### src/rtl/core/ecq_pkg.sv
// shared types and codes for the event calendar queue
`default_nettype none

package ecq_pkg;

   localparam int TIME_W = 32;
   localparam int LAT_W  = 20;
   localparam int PRIO_W = 8;
   localparam int DEV_W  = 4;
   localparam int OP_W   = 3;
   localparam int ADDR_W = 48;
   localparam int LEN_W  = 16;

   // command codes
   localparam logic CMD_INSERT = 1'b0;
   localparam logic CMD_POP    = 1'b1;

   typedef enum logic [1:0] {
      STATUS_POPPED   = 2'd0,
      STATUS_EMPTY    = 2'd1,
      STATUS_INSERTED = 2'd2,
      STATUS_DROPPED  = 2'd3
   } status_type;

   typedef enum logic [1:0] {
      ST_IDLE,
      ST_SCAN,
      ST_SHIFT
   } state_type;

   // one stored event
   typedef struct packed {
      logic [TIME_W-1:0] due_time;
      logic [PRIO_W-1:0] prio;
      logic [DEV_W-1:0]  device;
      logic [OP_W-1:0]   operation;
      logic [ADDR_W-1:0] address;
      logic [LEN_W-1:0]  length;
   } slot_type;

endpackage

`default_nettype wire

### src/rtl/core/event_calendar_queue.sv
// event calendar queue: pending-event store with earliest-due-time pop
`default_nettype none

// Pending-event calendar. A transaction is taken when start is high and busy is low.
// An insert stores the event due at current time plus latency and answers in the next
// cycle with status inserted, or dropped when all QUEUE_DEPTH slots hold events.
// A pop on an empty calendar answers in the next cycle with status empty. A pop of n
// stored events walks the slot memory through its single read port, one slot per
// cycle, to find the earliest due time, lower priority value winning ties and the
// older event winning full ties; it then closes the gap by moving each later slot
// down by one, one slot per cycle. The result appears in the cycle after the last of
// those steps; busy stays high meanwhile. Current time moves to the popped event's
// due time. Each result is shown for exactly one cycle with rsp_valid high and
// cannot be held off by the receiver; fields other than status are zero except
// on a successful pop. There is no clearing pass after reset: slots may be read
// before they hold an event, but only the contents of occupied slots are used.
module event_calendar_queue #(
   parameter int QUEUE_DEPTH = 16
) (
   input  wire                             clock,
   input  wire                             reset,
   input  wire                             start,
   output logic                            busy,
   input  wire                             req_command,
   input  wire  [ecq_pkg::LAT_W-1:0]       req_latency,
   input  wire  [ecq_pkg::PRIO_W-1:0]      req_priority_req,
   input  wire  [ecq_pkg::DEV_W-1:0]       req_device_id,
   input  wire  [ecq_pkg::OP_W-1:0]        req_operation,
   input  wire  [ecq_pkg::ADDR_W-1:0]      req_address,
   input  wire  [ecq_pkg::LEN_W-1:0]       req_length,
   output logic                            rsp_valid,
   output ecq_pkg::status_type             rsp_status,
   output logic [ecq_pkg::TIME_W-1:0]      rsp_event_time,
   output logic [ecq_pkg::PRIO_W-1:0]      rsp_event_priority,
   output logic [ecq_pkg::DEV_W-1:0]       rsp_event_device,
   output logic [ecq_pkg::OP_W-1:0]        rsp_event_operation,
   output logic [ecq_pkg::ADDR_W-1:0]      rsp_event_address,
   output logic [ecq_pkg::LEN_W-1:0]       rsp_event_length
);
   import ecq_pkg::*;

   localparam int IDX_W = $clog2(QUEUE_DEPTH);
   localparam int CNT_W = $clog2(QUEUE_DEPTH + 1);

   // slot memory, occupied slots kept compacted in insertion order
   slot_type                slot_mem [QUEUE_DEPTH];

   state_type               state_ff, state_in;
   logic [CNT_W-1:0]        occ_ff;
   logic [TIME_W-1:0]       cur_time_ff;
   logic [IDX_W-1:0]        idx_ff;       // scan: slot held in rd_data_ff; shift: target slot
   logic [IDX_W-1:0]        best_idx_ff;
   slot_type                best_ff;
   slot_type                rd_data_ff;
   logic                    rsp_valid_ff;
   status_type              rsp_status_ff;
   slot_type                rsp_slot_ff;

   // control and datapath strobes
   logic                    accept;
   logic                    is_pop;
   logic                    full;
   logic                    empty;
   logic [CNT_W-1:0]        occ_last;
   logic [CNT_W-1:0]        occ_last2;
   logic                    take;
   slot_type                best_sel;
   logic [IDX_W-1:0]        best_idx_sel;
   logic                    scan_last;
   logic                    need_shift;
   logic                    shift_last;
   logic                    pop_done;
   logic                    imm_rsp;
   logic                    ins_ok;
   logic [IDX_W-1:0]        rd_addr;
   logic                    wr_en;
   logic [IDX_W-1:0]        wr_addr;
   slot_type                wr_data;
   slot_type                new_slot;
   slot_type                pop_slot;

   assign accept    = start && (state_ff == ST_IDLE);
   assign is_pop    = (req_command == CMD_POP);
   assign full      = (occ_ff == CNT_W'(QUEUE_DEPTH));
   assign empty     = (occ_ff == '0);
   assign occ_last  = occ_ff - CNT_W'(1);
   assign occ_last2 = occ_ff - CNT_W'(2);
   assign ins_ok    = accept && !is_pop && !full;
   assign imm_rsp   = accept && (!is_pop || empty);

   // compare unit for the scan: running minimum over (due time, priority)
   always_comb begin
      take = (idx_ff == '0)
          || (rd_data_ff.due_time < best_ff.due_time)
          || ((rd_data_ff.due_time == best_ff.due_time) && (rd_data_ff.prio < best_ff.prio));
      best_sel     = take ? rd_data_ff : best_ff;
      best_idx_sel = take ? idx_ff : best_idx_ff;
   end

   assign scan_last  = (CNT_W'(idx_ff) == occ_last);
   assign need_shift = (CNT_W'(best_idx_sel) != occ_last);
   assign shift_last = (CNT_W'(idx_ff) == occ_last2);

   // event built from the request
   always_comb begin
      new_slot.due_time  = cur_time_ff + TIME_W'(req_latency);
      new_slot.prio      = req_priority_req;
      new_slot.device    = req_device_id;
      new_slot.operation = req_operation;
      new_slot.address   = req_address;
      new_slot.length    = req_length;
   end

   // next state
   always_comb begin
      state_in = state_ff;
      unique case (state_ff)
         ST_IDLE: begin
            if (accept && is_pop && !empty) state_in = ST_SCAN;
         end
         ST_SCAN: begin
            if (scan_last) state_in = need_shift ? ST_SHIFT : ST_IDLE;
         end
         ST_SHIFT: begin
            if (shift_last) state_in = ST_IDLE;
         end
         default: state_in = ST_IDLE;
      endcase
   end

   // sequencer outputs
   always_comb begin
      busy     = 1'b1;
      rd_addr  = '0;
      wr_en    = 1'b0;
      wr_addr  = occ_ff[IDX_W-1:0];
      wr_data  = new_slot;
      pop_done = 1'b0;
      pop_slot = best_ff;
      unique case (state_ff)
         ST_IDLE: begin
            busy    = 1'b0;
            rd_addr = '0;
            wr_en   = ins_ok;
         end
         ST_SCAN: begin
            // on the last scan step prefetch the slot after the winner for the shift
            rd_addr  = scan_last ? IDX_W'(best_idx_sel + 1'b1) : IDX_W'(idx_ff + 1'b1);
            pop_done = scan_last && !need_shift;
            pop_slot = best_sel;
         end
         ST_SHIFT: begin
            rd_addr  = IDX_W'({1'b0, idx_ff} + (IDX_W + 1)'(2));
            wr_en    = 1'b1;
            wr_addr  = idx_ff;
            wr_data  = rd_data_ff;
            pop_done = shift_last;
         end
         default: begin
            busy = 1'b1;
         end
      endcase
   end

   // slot memory: one write and one registered read per cycle
   always_ff @(posedge clock) begin
      if (wr_en) slot_mem[wr_addr] <= wr_data;
      rd_data_ff <= slot_mem[rd_addr];
   end

   // control state
   always_ff @(posedge clock) begin
      if (reset) begin
         state_ff     <= ST_IDLE;
         occ_ff       <= '0;
         cur_time_ff  <= '0;
         rsp_valid_ff <= 1'b0;
      end else begin
         state_ff     <= state_in;
         rsp_valid_ff <= imm_rsp || pop_done;
         if (ins_ok) occ_ff <= occ_ff + CNT_W'(1);
         else if (pop_done) occ_ff <= occ_last;
         if (pop_done) cur_time_ff <= pop_slot.due_time;
      end
   end

   // scan and shift counters, result payload
   always_ff @(posedge clock) begin
      unique case (state_ff)
         ST_IDLE:  idx_ff <= '0;
         ST_SCAN:  idx_ff <= scan_last ? best_idx_sel : IDX_W'(idx_ff + 1'b1);
         ST_SHIFT: idx_ff <= IDX_W'(idx_ff + 1'b1);
         default:  idx_ff <= '0;
      endcase
      if (state_ff == ST_SCAN) begin
         best_ff     <= best_sel;
         best_idx_ff <= best_idx_sel;
      end
      if (pop_done) begin
         rsp_status_ff <= STATUS_POPPED;
         rsp_slot_ff   <= pop_slot;
      end else if (imm_rsp) begin
         rsp_slot_ff <= '0;
         priority if (is_pop) rsp_status_ff <= STATUS_EMPTY;
         else if (full)       rsp_status_ff <= STATUS_DROPPED;
         else                 rsp_status_ff <= STATUS_INSERTED;
      end
   end

   assign rsp_valid           = rsp_valid_ff;
   assign rsp_status          = rsp_status_ff;
   assign rsp_event_time      = rsp_slot_ff.due_time;
   assign rsp_event_priority  = rsp_slot_ff.prio;
   assign rsp_event_device    = rsp_slot_ff.device;
   assign rsp_event_operation = rsp_slot_ff.operation;
   assign rsp_event_address   = rsp_slot_ff.address;
   assign rsp_event_length    = rsp_slot_ff.length;

   // occupancy never passes the slot count
   a_occ_bound: assert property (@(posedge clock) disable iff (reset)
      occ_ff <= CNT_W'(QUEUE_DEPTH))
      else $error("occupancy above queue depth");

   // a pop in progress always has at least one event to hand out
   a_busy_nonempty: assert property (@(posedge clock) disable iff (reset)
      (state_ff != ST_IDLE) |-> (occ_ff != '0))
      else $error("pop sequence running on an empty calendar");

   // an insert or empty pop answers on the next cycle
   a_imm_rsp: assert property (@(posedge clock) disable iff (reset)
      imm_rsp |=> rsp_valid)
      else $error("missing immediate response");

   // shifting only writes slots below the last occupied one
   a_shift_range: assert property (@(posedge clock) disable iff (reset)
      (state_ff == ST_SHIFT) |-> (CNT_W'(idx_ff) < occ_last))
      else $error("shift target outside occupied range");

   // a popped event's time becomes current time
   a_time_follows: assert property (@(posedge clock) disable iff (reset)
      (rsp_valid && (rsp_status == STATUS_POPPED)) |-> (rsp_event_time == cur_time_ff))
      else $error("current time not moved to popped event");

endmodule

`default_nettype wire
### config.mk
export PLATFORM = sky130hd
export DESIGN_NAME = event_calendar_queue
export DESIGN_NICKNAME = d
export VERILOG_FILES = /design/src/rtl/core/ecq_pkg.sv /design/src/rtl/core/event_calendar_queue.sv
export SDC_FILE = /design/constraint.sdc
export NUM_CORES = 2
export LEC_CHECK = 0
export ABC_CLOCK_PERIOD_IN_PS = 7300
export BUFFER_PORTS_ARGS = -buffer_cell sky130_fd_sc_hd__buf_4
export CAP_MARGIN = 5
export CELL_PAD_IN_SITES_DETAIL_PLACEMENT = 0
export CELL_PAD_IN_SITES_GLOBAL_PLACEMENT = 1
export CORE_MARGIN = 5
export CORE_UTILIZATION = 44
export CTS_CLUSTER_SIZE = 24
export DETAILED_ROUTE_END_ITERATION = 8
export PLACE_DENSITY = 0.79
export REMOVE_ABC_BUFFERS = 1
export SETUP_SLACK_MARGIN = 0.15
export SLEW_MARGIN = 30
export SYNTH_ARGS = -nofsm -noshare
export SYNTH_HDL_FRONTEND = slang
export SYNTH_SLANG_ARGS = --single-unit
export TNS_END_PERCENT = 30
### constraint.sdc
create_clock -name clock -period 7.3 [get_ports clock]
set_clock_uncertainty 0.2 [all_clocks]
set_input_delay 1.095 -clock clock [delete_from_list [all_inputs] [get_ports clock]]
set_output_delay 1.095 -clock clock [all_outputs]
set_load 0.01 [all_outputs]
# Word level (Yosys, flattened, before mapping)
# Memory sizes are Yosys's and may differ from the RTL's. A register that Yosys moved wholly into a read port is not among the register bits.
# Cells that the tools add are included.
[totals]
output_inout_bits = 115
reg_bits = 272
ramBits = 1776
romBits = 0
input_bits = 103
memories = 1
latch_bits = 0
[mem_list]
columns = ["memory", "depth", "word_bits", "read_ports", "rd_clocked_by_memory_dff", "wr", "line", "text"]
rows = [
  ["slot_mem", 16, 111, 1, 1, 1, "event_calendar_queue.sv:46", "slot_type slot_mem [QUEUE_DEPTH];"],
]
[op_classes]
n_shift = 0
reduce_logical = 22
mux = 25
multipliers = 0
bitwise_logic = 0
eq_ne = 10
addsub = 7
magnitude_cmp = 2
div = 0
[op_table]
columns = ["operator", "n"]
rows = [
  ["2-to-1 mux 111 bit", 5],
  ["adder 32 x 20 -> 32 bit", 1],
  ["equality test 32 bit", 1],
  ["less-than comparator 32 bit", 1],
  ["2-to-1 mux 4 bit", 4],
  ["case mux 4 bit (2 select lines)", 2],
  ["equality test 4 x 5 -> 1 bit", 2],
  ["2-to-1 mux 2 bit", 5],
  ["2-to-1 mux 5 bit", 2],
  ["adder 4 x 1 -> 4 bit, second input constant", 2],
  ["logical AND 1 bit", 8],
  ["less-than comparator 8 bit", 1],
  ["case mux 2 bit (3 select lines)", 1],
  ["adder 5 x 1 -> 5 bit, second input constant", 1],
  ["equality test 5 bit, second input constant", 1],
  ["logical NOT 5 bit", 1],
  ["inequality test 4 x 5 -> 1 bit", 1],
  ["subtractor 5 x 1 -> 5 bit, second input constant", 1],
  ["subtractor 5 x 2 -> 5 bit, second input constant", 1],
  ["adder 4 x 2 -> 4 bit, second input constant", 1],
  ["logical NOT 1 bit", 4],
  ["logical NOT 4 bit", 1],
  ["logical OR 1 bit", 4],
  ["2-to-1 mux 1 bit", 4],
  ["other kinds (8)", 11],
]

# Depth between registers and ports, before layout
[logic_depth]
depth_word = 10
ltp_mapped = 21
mapped_depth_nobuf = 18

# Worst setup path after synthesis
# No wires, ideal clock.
[synth_timing]
kind = "in2reg"
start = "input port start"
end = "memory slot_mem[14][0] (netlist bit), enable pin"
stages = 5
required_time_ns = 6.517
setup_slack_ns = -0.229
arrival_ns = 6.747
cell_sequence = "inv_1 -> or3_1 -> a31o_2 -> o32a_1 -> nor2_1"
[synth_between]
elab_chain_cells = 6
[synth_rtl]
columns = ["item", "line", "text"]
rows = [
  ["start: declaration", "event_calendar_queue.sv:22", "input wire start,"],
  ["logical AND 1 bit", "event_calendar_queue.sv:82", "assign accept = start && (state_ff == ST_IDLE);"],
  ["logical AND 1 bit (2 in a row)", "event_calendar_queue.sv:88", "assign ins_ok = accept && !is_pop && !full;"],
  ["case mux 1 bit (2 select lines)", "event_calendar_queue.sv:140", "unique case (state_ff)"],
  ["2-to-1 mux 1 bit", "event_calendar_queue.sv:167", "if (wr_en) slot_mem[wr_addr] <= wr_data;"],
  ["2-to-1 mux 1 bit (not written as such)", "event_calendar_queue.sv:167", ""],
  ["end: declaration", "event_calendar_queue.sv:46", ""],
]
# No other way between the ends.

# Final worst setup path
[layout_timing]
start = "register rd_data_ff[93] (netlist name)"
end = "register rd_data_ff[105] (netlist name)"
[layout_between]
elab_chain_cells = 7
elab_cells_between_ends = 9
[layout_rtl]
columns = ["item", "line", "text"]
rows = [
  ["less-than comparator 32 bit or equality test 32 bit (tied branches)", "event_calendar_queue.sv:94, event_calendar_queue.sv:95", ""],
  ["logical OR 1 bit or logical AND 1 bit (tied branches)", "event_calendar_queue.sv:94, event_calendar_queue.sv:95", ""],
  ["logical OR 1 bit *", "event_calendar_queue.sv:95", "|| ((rd_data_ff.due_time == best_ff.due_time) && (rd_data_ff.prio < best_ff.prio));"],
  ["2-to-1 mux 4 bit *", "event_calendar_queue.sv:97", "best_idx_sel = take ? idx_ff : best_idx_ff;"],
  ["adder 4 x 1 -> 4 bit *", "event_calendar_queue.sv:148", "rd_addr = scan_last ? IDX_W'(best_idx_sel + 1'b1) : IDX_W'(idx_ff + 1'b1);"],
  ["2-to-1 mux 4 bit *", "event_calendar_queue.sv:148", ""],
  ["case mux 4 bit (2 select lines) *", "event_calendar_queue.sv:140", ""],
]
# Mark *: on every way between the ends. The rest lies on a longest branch, timed or not.
# A chain may end at the register's enable or synchronous reset.

==> results.json <==
{
  "status": "complete, no violations",
  "p_leak_nw": 32.1,
  "routed_wl_mm": 238,
  "antenna_left": 0,
  "drc_errors": 0,
  "cts_tree": "yes",
  "netlist_area_um2": 88800,
  "pwr-share-seq_pct": 48.4,
  "ir_drop_uv": 261,
  "gp_congestion": 0.795,
  "worstPathCellList": "ha_1, nand4_1, nor3_1, a21boi_1, o31ai_1, a21boi_2, mux2_2, ha_1, or3b_1, a21oi_2, o21a_4, buf_12, nor3_1, o31a_1, a2111oi_2",
  "initial_core_util_pct": 44.3,
  "htree_levels": 4,
  "synth_warnings": 0,
  "worst-path-buf-inv": 1,
  "avgViaCountPerCell": 6.04,
  "worst_pin_slew_ns": 1.16,
  "vias": 54534,
  "switching_share_pct": 26.4,
  "areaGrowthSynthToFinish_pct": 13.6,
  "grt_pass1_wl_mm": 352,
  "slew_violations": 0,
  "post_cts_resized": 0,
  "rows": 164,
  "arrival_ns": 7.41,
  "min_period_ns": 6.95,
  "wl_per_cell_um": 26.4,
  "fp.dieH_um": 459,
  "portBuffers": 217,
  "clk_pin_slew_ns": 0.06,
  "synthArstFlopShare_pct": 0,
  "grt.overflow.total": 0,
  "worst_ep_required_time_ns": 7.76,
  "ys.flop_type": "edfxtp_1",
  "fmax_mhz": 144,
  "final_cell_count_no_fill": 9028,
  "cts_buffer_depth": 3,
  "postCtsSetupRepairBufs": 0,
  "ctsHoldBuffers": 0,
  "ys_types": 77,
  "ys_ff_latch": 2159,
  "max-slew-margin-rel_pct": 22.3,
  "cts_root_buffer": "clkbuf_16",
  "placed_cells": 8611,
  "die_x_um": 459,
  "crit_path_top_delay_cell": "o21a_4",
  "ioPinCount": 218,
  "syn_area_per_cell_um2": 14.6,
  "core_region_area_um2": 200000,
  "power_density_nw_per_um2": 300,
  "holdCritPathClass": "reg -> reg",
  "dr.first_iter.drc_count": 5944,
  "critPathKind": "reg -> reg",
  "finalCritPeriodShare_pct": 95.2,
  "totalPowerFinal_mw": 30.2,
  "grt_pass1_vias": 53415,
  "antenna_found_initial": 5,
  "worstSetupEndpointType": "flop",
  "syn_inst": 6098,
  "final_layout_size_suffix_gt1_share_pct": 18.0,
  "worst_slack_ns": 0.349,
  "cts.sinks": 2159,
  "clk-insertion-delay-late_ns": 0.86,
  "critPathTopFamily": "compound AO/OA/AOI/OAI gates",
  "drt_pass1_iterations": 7,
  "seq_area_frac_synth_pct": 70.0,
  "synth_edf_count": 1891,
  "setup_viol": 0,
  "numCtsBuffers": 217,
  "rsz0062_at_grt": "false",
  "grt_max_degree": 182,
  "whs_ns": 0.253,
  "hpwlAfterDp_mm": 119,
  "startpoint_type": "flop",
  "die-area_um2": 211000,
  "internal_power_mw": 22.2,
  "maxCapViolCount": 0,
  "pwr-share-clk_pct": 36.7,
  "power.switching_mw": 7.99,
  "preCtsSetupSlack_ns": 0.366,
  "grtUsageTotal_pct": 22.0,
  "nNetsFinal": 6352,
  "slowest_delay_ns": 0.77,
  "crit_fanout": 124,
  "hold_violations": 0,
  "comb_power_share_pct": 14.9
}
[worst min-delay path, cell delays in order, from the launching register on]
cell and delay, ns:
dfxtp_1 0.31, inv_1 0.05, a21oi_1 0.05
[per-stage QoR]
stage	instance area, µm²	setup TNS (ns)	utilization [%]
after detailed placement	93600	0	46.7
after global routing	101000	0	50.3
after global placement	93400	0	46.6
after floorplan	86400	-8755.67	-
final	101000	0	50.3
after CTS	101000	0	50.3
[Yosys cell counts (4+ instances only)]
| cell | number | area, µm² |
|---|---|---|
| a2111oi_2 | 110 | 1650 |
| a211oi_1 | 8 | 60.1 |
| a21boi_0 | 6 | 45.0 |
| a21o_1 | 8 | 60.1 |
| a21oi_1 | 41 | 205 |
| a31oi_1 | 125 | 782 |
| and2_1 | 9 | 56.3 |
| and3_1 | 6 | 37.5 |
| buf_1 | 18 | 67.6 |
| buf_2 | 200 | 1000 |
| buf_4 | 16 | 120 |
| buf_6 | 17 | 191 |
| clkbuf_1 | 257 | 965 |
| dfxtp_1 | 268 | 5370 |
| edfxtp_1 | 1891 | 56800 |
| ha_1 | 72 | 901 |
| inv_1 | 77 | 289 |
| mux2_2 | 303 | 3410 |
| mux2i_1 | 36 | 360 |
| nand2_1 | 68 | 255 |
| nand2b_1 | 9 | 56.3 |
| nand3_1 | 19 | 95.1 |
| nand4_1 | 16 | 100 |
| nand4b_1 | 222 | 1940 |
| nor2_1 | 315 | 1180 |
| nor2b_1 | 117 | 732 |
| nor3_1 | 466 | 2330 |
| nor3b_1 | 226 | 1700 |
| nor4_1 | 4 | 25.0 |
| o211ai_1 | 10 | 75.1 |
| o21a_1 | 5 | 37.5 |
| o21ai_0 | 377 | 1890 |
| o21ai_1 | 8 | 40.0 |
| o31a_1 | 228 | 2000 |
| o31ai_1 | 226 | 1700 |
| or3_1 | 225 | 1410 |
| xnor2_1 | 17 | 149 |
| xor2_1 | 10 | 87.6 |
[metal layers]
metal / track usage, % / wire length (µm) / vias up
li1: - / - / 24060
met1: 32.0 / 103000 / 27625
met2: 34.6 / 110000 / 2437
met3: 3.37 / 19500 / 410
met4: 5.85 / 5850 / 2
met5: 0 / 8 / -
[kinds of logic after synthesis]
kind of cell | Yosys count | share of synthesized area [%]
flops | 2159 | 70.0
simple gates | 1713 | 11.3
compound gates | 1200 | 10.1
buf+inv | 585 | 2.97
mux | 339 | 4.25
fa+ha+maj | 73 | 1.04
xor+xnor | 29 | 0.310
[path summary, 6_finish.rpt]
| path | from | to | slack [ns] | depth (start not counted) |
|---|---|---|---|---|
| setup / recovery | rd_data_ff[93]$_DFF_P_ | rd_data_ff[105]$_DFF_P_ | 0.35 | 15 |
| hold / removal | rsp_status[0]$_SDFFE_PP0P_ | rsp_status[0]$_SDFFE_PP0P_ | 0.25 | 2 |
| hold reg to reg | rsp_status[0]$_SDFFE_PP0P_ | rsp_status[0]$_SDFFE_PP0P_ | 0.25 | 2 |
| setup reg to reg | rd_data_ff[93]$_DFF_P_ | rd_data_ff[105]$_DFF_P_ | 0.35 | 15 |
[flip-flops by register name, indices dropped and copies added, names as in the netlist]
register	count
slot_mem	1776
rsp_event_time	32
rd_data_ff	111
rsp_valid	1
state_ff	2
rsp_event_priority	8
best_ff	111
rsp_event_operation	3
best_idx_ff	4
occ_ff	5
rsp_event_address	48
rsp_status	2
rsp_event_device	4
idx_ff	4
rsp_event_length	16
cur_time_ff	32
[cell usage in the layout (no fill, tap or decap), types with 222 or more instances in the layout]
cell type     n
edfxtp_1   1891
nor3_1      466
o21ai_0     377
mux2_2      303
nor2_1      299
buf_4       298
dfxtp_1     268
o31a_1      228
o31ai_1     226
nor3b_1     226
or3_1       225
nand4b_1    222
[power groups by stage]
stage	Sequential [mW]	Combinational [mW]	Clock, mW
finish	14.6	4.51	11.1
global route	14.7	4.86	11.8
CTS	14.6	4.51	11.3
detailed placement	14.9	4.50	0
global placement	14.9	4.42	0
floorplan	14.9	3.10	0
[layout make-up]
| cell class | instances | area [µm²] |
|---|---|---|
| tap | 2656 | 3320 |
| multi-input combinational | 3354 | 24200 |
| sequential | 2159 | 62100 |
| clock inverter | 111 | 1170 |
| fill | 16647 | 99400 |
| antenna | 3 | 7.51 |
| clock buffer | 301 | 5990 |
| timing repair buffer | 367 | 3660 |
| inverter | 77 | 289 |
No activity file was read; power rests on OpenSTA's default activity.
